<file path="config.mk">
export PLATFORM = sky130hd
export DESIGN_NAME = tlvqd_front_flat
export DESIGN_NICKNAME = d
export VERILOG_FILES = /design/src/rtl/two_level_vq_block_decoder_macros.svh /design/src/rtl/tlvqd_pkg.sv /design/src/rtl/tlvqd_ifs.sv /design/src/rtl/tlvqd_front.sv /design/src/flat_wrapper.sv
export SDC_FILE = /design/constraint.sdc
export NUM_CORES = 1
export LEC_CHECK = 0
export BUFFER_PORTS_ARGS = -buffer_cell sky130_fd_sc_hd__buf_4
export CORE_AREA = 2 2 100 102
export DETAILED_ROUTE_END_ITERATION = 8
export DIE_AREA = 0 0 102 104
export PLACE_DENSITY = 0.74
export SLEW_MARGIN = 15
export SYNTH_ARGS = -nofsm -noshare
export SYNTH_HDL_FRONTEND = slang
export SYNTH_SLANG_ARGS = --single-unit
</file>
<file path="constraint.sdc">
create_clock -name clk -period 1.75 [get_ports clk]
set_input_delay 0.0875 -clock clk [delete_from_list [all_inputs] [get_ports clk]]
set_output_delay 0.0875 -clock clk [all_outputs]
set_load 0.01 [all_outputs]
</file>
<file path="src/rtl/two_level_vq_block_decoder_macros.svh">
`ifndef TWO_LEVEL_VQ_BLOCK_DECODER_MACROS_SVH
`define TWO_LEVEL_VQ_BLOCK_DECODER_MACROS_SVH

// Same-cycle implication, sampled on clk and disabled during reset.
`define TLVQD_ASSERT_NOW(label, ante, cons) \
    label: assert property (@(posedge clk) disable iff (!rst_n) (ante) |-> (cons)) \
        else $error("tlvqd: same-cycle check failed");

// Next-cycle implication, sampled on clk and disabled during reset.
`define TLVQD_ASSERT_NEXT(label, ante, cons) \
    label: assert property (@(posedge clk) disable iff (!rst_n) (ante) |=> (cons)) \
        else $error("tlvqd: next-cycle check failed");

`endif

</file>
<file path="src/rtl/tlvqd_pkg.sv">
package tlvqd_pkg;

    localparam int PIX_W       = 16;
    localparam int POS_W       = 10;
    localparam int BLK_W       = POS_W - 2;
    localparam int CODE_W      = 10;
    localparam int DIM_W       = 11;
    localparam int CFG_INDEX_W = 2;

    localparam int SMALL_ENTRIES = 1024;
    localparam int LARGE_ENTRIES = 1024;
    localparam int SMALL_IDX_W   = $clog2(SMALL_ENTRIES);
    localparam int LARGE_IDX_W   = $clog2(LARGE_ENTRIES);
    localparam int SMALL_ADDR_W  = SMALL_IDX_W + 2;
    localparam int LARGE_ADDR_W  = LARGE_IDX_W + 2;
    localparam int SMALL_DEPTH   = SMALL_ENTRIES * 4;
    localparam int LARGE_DEPTH   = LARGE_ENTRIES * 4;

    localparam logic [DIM_W-1:0] MIN_DIM      = 11'd4;
    localparam logic [DIM_W-1:0] MAX_DIM      = 11'd1024;
    localparam logic [DIM_W-1:0] RESET_WIDTH  = 11'd320;
    localparam logic [DIM_W-1:0] RESET_HEIGHT = 11'd240;

    localparam logic [CFG_INDEX_W-1:0] REG_FRAME_WIDTH  = 2'd0;
    localparam logic [CFG_INDEX_W-1:0] REG_FRAME_HEIGHT = 2'd1;

    localparam logic [3:0] PIX_LAST = 4'd15;

    typedef enum logic [1:0] {
        CMD_WRITE_SMALL = 2'd0,
        CMD_WRITE_LARGE = 2'd1,
        CMD_DECODE      = 2'd2,
        CMD_RAW         = 2'd3
    } tlvqd_cmd_t;

    typedef struct packed {
        tlvqd_cmd_t        command;
        logic [CODE_W-1:0] code_index;
        logic [1:0]        word_slot;
        logic [PIX_W-1:0]  word_value;
    } tlvqd_item_t;

    typedef struct packed {
        logic [DIM_W-1:0] width;
        logic [DIM_W-1:0] height;
    } tlvqd_geom_t;

    function automatic logic [DIM_W-1:0] clamp_dim(input logic [DIM_W-1:0] v);
        logic [DIM_W-1:0] r;
        r = v;
        if (v < MIN_DIM)
        begin
            r = MIN_DIM;
        end
        else if (v > MAX_DIM)
        begin
            r = MAX_DIM;
        end
        return r;
    endfunction

endpackage

</file>
<file path="src/rtl/tlvqd_ifs.sv">
interface tlvqd_item_if import tlvqd_pkg::*; ();
    logic              valid;
    logic              ready;
    logic [1:0]        command;
    logic [CODE_W-1:0] code_index;
    logic [1:0]        word_slot;
    logic [PIX_W-1:0]  word_value;

    modport source (output valid, output command, output code_index,
                    output word_slot, output word_value, input ready);
    modport sink   (input valid, input command, input code_index,
                    input word_slot, input word_value, output ready);
endinterface


</file>
<file path="src/rtl/tlvqd_front.sv">
module tlvqd_front import tlvqd_pkg::*; (
    input  logic         clk,
    input  logic         rst_n,
    tlvqd_item_if.sink   items,
    output logic         item_valid,
    output tlvqd_item_t  item,
    input  logic         item_pop
);

    localparam int QUEUE_DEPTH = 4;
    localparam int PTR_W       = $clog2(QUEUE_DEPTH);
    localparam int CNT_W       = PTR_W + 1;

    tlvqd_item_t      queue_reg [QUEUE_DEPTH];
    logic [PTR_W-1:0] wr_ptr_reg, wr_ptr_next;
    logic [PTR_W-1:0] rd_ptr_reg, rd_ptr_next;
    logic [CNT_W-1:0] count_reg, count_next;
    logic             push;
    tlvqd_item_t      incoming;

    assign items.ready = (count_reg != CNT_W'(QUEUE_DEPTH));
    assign push        = items.valid && items.ready;
    assign item_valid  = (count_reg != '0);
    assign item        = queue_reg[rd_ptr_reg];

    // The raw command field is recast to the command type as it enters the queue.
    always_comb
    begin
        incoming.command    = tlvqd_cmd_t'(items.command);
        incoming.code_index = items.code_index;
        incoming.word_slot  = items.word_slot;
        incoming.word_value = items.word_value;
    end

    always_comb
    begin
        wr_ptr_next = wr_ptr_reg;
        rd_ptr_next = rd_ptr_reg;
        count_next  = count_reg;
        if (push)
        begin
            wr_ptr_next = wr_ptr_reg + PTR_W'(1);
        end
        if (item_pop)
        begin
            rd_ptr_next = rd_ptr_reg + PTR_W'(1);
        end
        if (push && !item_pop)
        begin
            count_next = count_reg + CNT_W'(1);
        end
        else if (!push && item_pop)
        begin
            count_next = count_reg - CNT_W'(1);
        end
    end

    always_ff @(posedge clk or negedge rst_n)
    begin
        if (!rst_n)
        begin
            wr_ptr_reg <= '0;
            rd_ptr_reg <= '0;
            count_reg  <= '0;
        end
        else
        begin
            wr_ptr_reg <= wr_ptr_next;
            rd_ptr_reg <= rd_ptr_next;
            count_reg  <= count_next;
        end
    end

    always_ff @(posedge clk)
    begin
        if (push)
        begin
            queue_reg[wr_ptr_reg] <= incoming;
        end
    end

endmodule

</file>
<file path="src/flat_wrapper.sv">
// flat-port wrapper written by rule: the top's interface ports become plain ports
module tlvqd_front_flat import tlvqd_pkg::*;
  (clk, rst_n, item_valid, item, item_pop, items_valid, items_command, items_code_index, items_word_slot, items_word_value, items_ready);
  tlvqd_item_if items_i ();
  input  logic clk;
  input  logic rst_n;
  output logic item_valid;
  output tlvqd_item_t item;
  input  logic item_pop;
  input wire logic [$bits(items_i.valid)-1:0] items_valid;
  input wire logic [$bits(items_i.command)-1:0] items_command;
  input wire logic [$bits(items_i.code_index)-1:0] items_code_index;
  input wire logic [$bits(items_i.word_slot)-1:0] items_word_slot;
  input wire logic [$bits(items_i.word_value)-1:0] items_word_value;
  output wire logic [$bits(items_i.ready)-1:0] items_ready;
  assign items_i.valid = items_valid;
  assign items_i.command = items_command;
  assign items_i.code_index = items_code_index;
  assign items_i.word_slot = items_word_slot;
  assign items_i.word_value = items_word_value;
  assign items_ready = items_i.ready;
  tlvqd_front u_core (.clk(clk), .rst_n(rst_n), .items(items_i), .item_valid(item_valid), .item(item), .item_pop(item_pop));
endmodule
</file>
==> qor.txt <==
mapped cell area - 4780 um^2
Max VDD drop - 1.04 mV
Net Sw Frac - 27.9%
Clock Sinks - 127
routed vias - 2324
combinational fraction of design power - 33.9%
Post-Synth Adder-Cell Area - 1.73%
max incr delay on CP - 530 ps
Peak Freq - 517 MHz
Rows - 36
DR DRC count - 0
CTS tree - yes
multiplexer share of the synthesized area - 14.8%
worst path required time - 1660 ps
Syn Inst Count - 192
syn_area_per_cell - 24.9 um^2
maximum clock path buffer count - 2
core area - 9550 um^2
Least-Margin Pin Slew - 371 ps
hold path cells - 4
share of layout cells above drive strength 1 - 47.3%
worst skew pair latency - 510 ps
Worst Skew - 10.7 ps
Starting Density - 50.0%
Int Power - 8.31 mW
Fin Setup TNS - -4900 ps
Post-synth ARST share - 5.51%
CTS root buffer - clkbuf_8
Area contributors post-synth - edfxtp_1 75%, mux4_2 13%, dfrtp_1 3.7%
placed instance count - 400
post-route cell area - 6620 um^2
FILL cells - 621
Worst slew margin - 75.2%
Yosys top cell by area - edfxtp_1
RD Place Congestion - 0.720
Crit Path Max Fanout - 8
failing checks - negative setup slack
Period minus WS final - 1930 ps
Die Span X - 102 um
global route total overflow - 0
Yosys reg bits - 127
arrival time of the worst setup path - 1850 ps
yosys warns - 0
final WL - 8.82 mm
Synth Area in Simple Gates - 0.969%
H-tree Lvls - 4
Die Area - 10600 um^2
Final ANT Viol Nets - 0
CP startpoint kind - flop
final worst path period share - 110%
Net Sw Power - 3.21 mW
Seq/Total Area, Yosys - 79.1%
endpoints failing setup - 30
sequential share of power - 36.9%
Worst Setup Slack, final - -183 ps
top-count cell post-synth - edfxtp_1
Hold WC Path Type - in -> reg
largest family of logic cells by synthesized area - multiplexers
WL/cell - 18.8 um
syn nets - 232
Hold WS - 84.3 ps
Ports - 66
Worst path slowest cell - mux4_2
R2R cell count - 8
pwr/cell area - 1740 nW/um^2
final hold vios - 0
total track usage - 18.7%
die height - 104 um
max FFs per register - 120
ys flop type - edfxtp_1
CP endpoint kind - output pin
Core Util, Final - 69.4%
placed instance area - 5560 um^2
critical path class - reg -> out
post-synthesis compound-gate area fraction - 0.236%
cts bufs inserted - 17
RSZ-0062 raised after global routing - true
DP Worst Slack - 43.0 ps
largest net degree at the start of global routing - 23
I/O Buffers - 65
via density per instance - 4.96
DRT Pass-1 Iters - 4
EDFF count, synth - 120
Buf/Inv on CP - 2
global-route wire length before repair - 14.0 mm
# diodes - 0
placed wire-length estimate - 5.28 mm
P_leak - 2.38 nW
MaxCap Viol Count - 0
initial antenna violation count - 0
initial drt markers - 111
Non-Filler Instances - 469
clock network power share - 29.2%
Slew Limit Fails - 0
status - complete, but fails checks
Power Total - 11.5 mW
Worst-path clk slew - 60 ps
Worst path top cell family by delay - multiplexers
vias in the first global route - 2631
synth cell count leaders - 120 x edfxtp_1, 28 x mux4_2, 7 x dfrtp_1, 5 x ha_1
critical path, cell by cell - buf_12 -> mux4_2 -> buf_6
Layout area overhead - 38.6%
xor and xnor area share after synthesis - 1.10%
post-synth cell types - 18
Synth top area share - 75.4%
layout net count - 363
cell count along the critical path - 3
## power groups by stage
stage                     clock network, mW  logic [mW]  registers, mW
after CTS                              3.41        4.11           4.24
after floorplan                           0        2.02           4.23
after detailed placement                  0        3.39           4.29
after global routing                   3.56        4.19           4.30
final                                  3.36        3.91           4.25
after global placement                    0        3.36           4.24
## logic make-up after synthesis
group / count (synthesis)
buffers and inverters: 11
DFF: 127
adders and majority gates: 6
xor gates and xnor gates: 6
muxes: 32
AOI/OAI and AO/OA: 1
and+or+nand+nor: 9
## tightest hold or removal path: stages
cell	delay, ps
buf_4	70
a21boi_2	170
buf_4	170
xnor2_1	60
## area by class of cell
class | instances | area [um^2] | area share (%)
Clock buffer | 17 | 414 | 6.25
Clock inverter | 15 | 160 | 2.42
Inverter | 4 | 15.0 | 0.227
Multi-Input combinational cell | 54 | 903 | 13.6
Sequential cell | 127 | 3780 | 57.1
Tap cell | 133 | 166 | 2.51
Timing Repair Buffer | 119 | 1180 | 17.9
## metal layers
metal / vias to the layer above / GRT usage [%] / part of all wire, %
met4: 0 / 6.48 / 0.71
li1: 1064 / - / -
met5: - / 0 / 0
met1: 1192 / 23.2 / 41
met2: 63 / 30.9 / 54
met3: 5 / 5.91 / 4.1
## path summary, 6_finish.rpt
path                       slack, ps                  from                    to
max                             -180  u_core.rd_ptr_reg[0]              item[19]
min                               80           items_valid  u_core.wr_ptr_reg[0]
max reg2reg                       50   u_core.count_reg[1]   u_core.count_reg[2]
min reg2reg                      510   u_core.count_reg[2]   u_core.count_reg[2]
max in group asynchronous        900                 rst_n  u_core.rd_ptr_reg[0]
min in group asynchronous        560                 rst_n   u_core.count_reg[0]
## layout by cell type (no fill, tap or decap), types with 2 or more instances in the layout
cell type / n
edfxtp_1: 120
buf_6: 30
and2_2: 4
ha_1: 4
dfrtp_1: 6
clkinv_4: 2
mux2_2: 2
nand2_1: 2
inv_1: 3
xnor2_1: 3
clkbuf_16: 16
mux4_2: 30
clkinvlp_4: 4
buf_12: 7
inv_6: 5
xor2_1: 3
bufinv_16: 2
dlygate4sd3_1: 33
buf_4: 48
## repair_timing
item	CTS	global route
gates resized for setup	37	6
endpoints found under the hold margin	129	0
hold buffers	33	0
pin swaps	0	6
setup endpoints to repair	30	32
setup buffers	4	1
cloned	2	0
(Power assumes the default switching activity.)
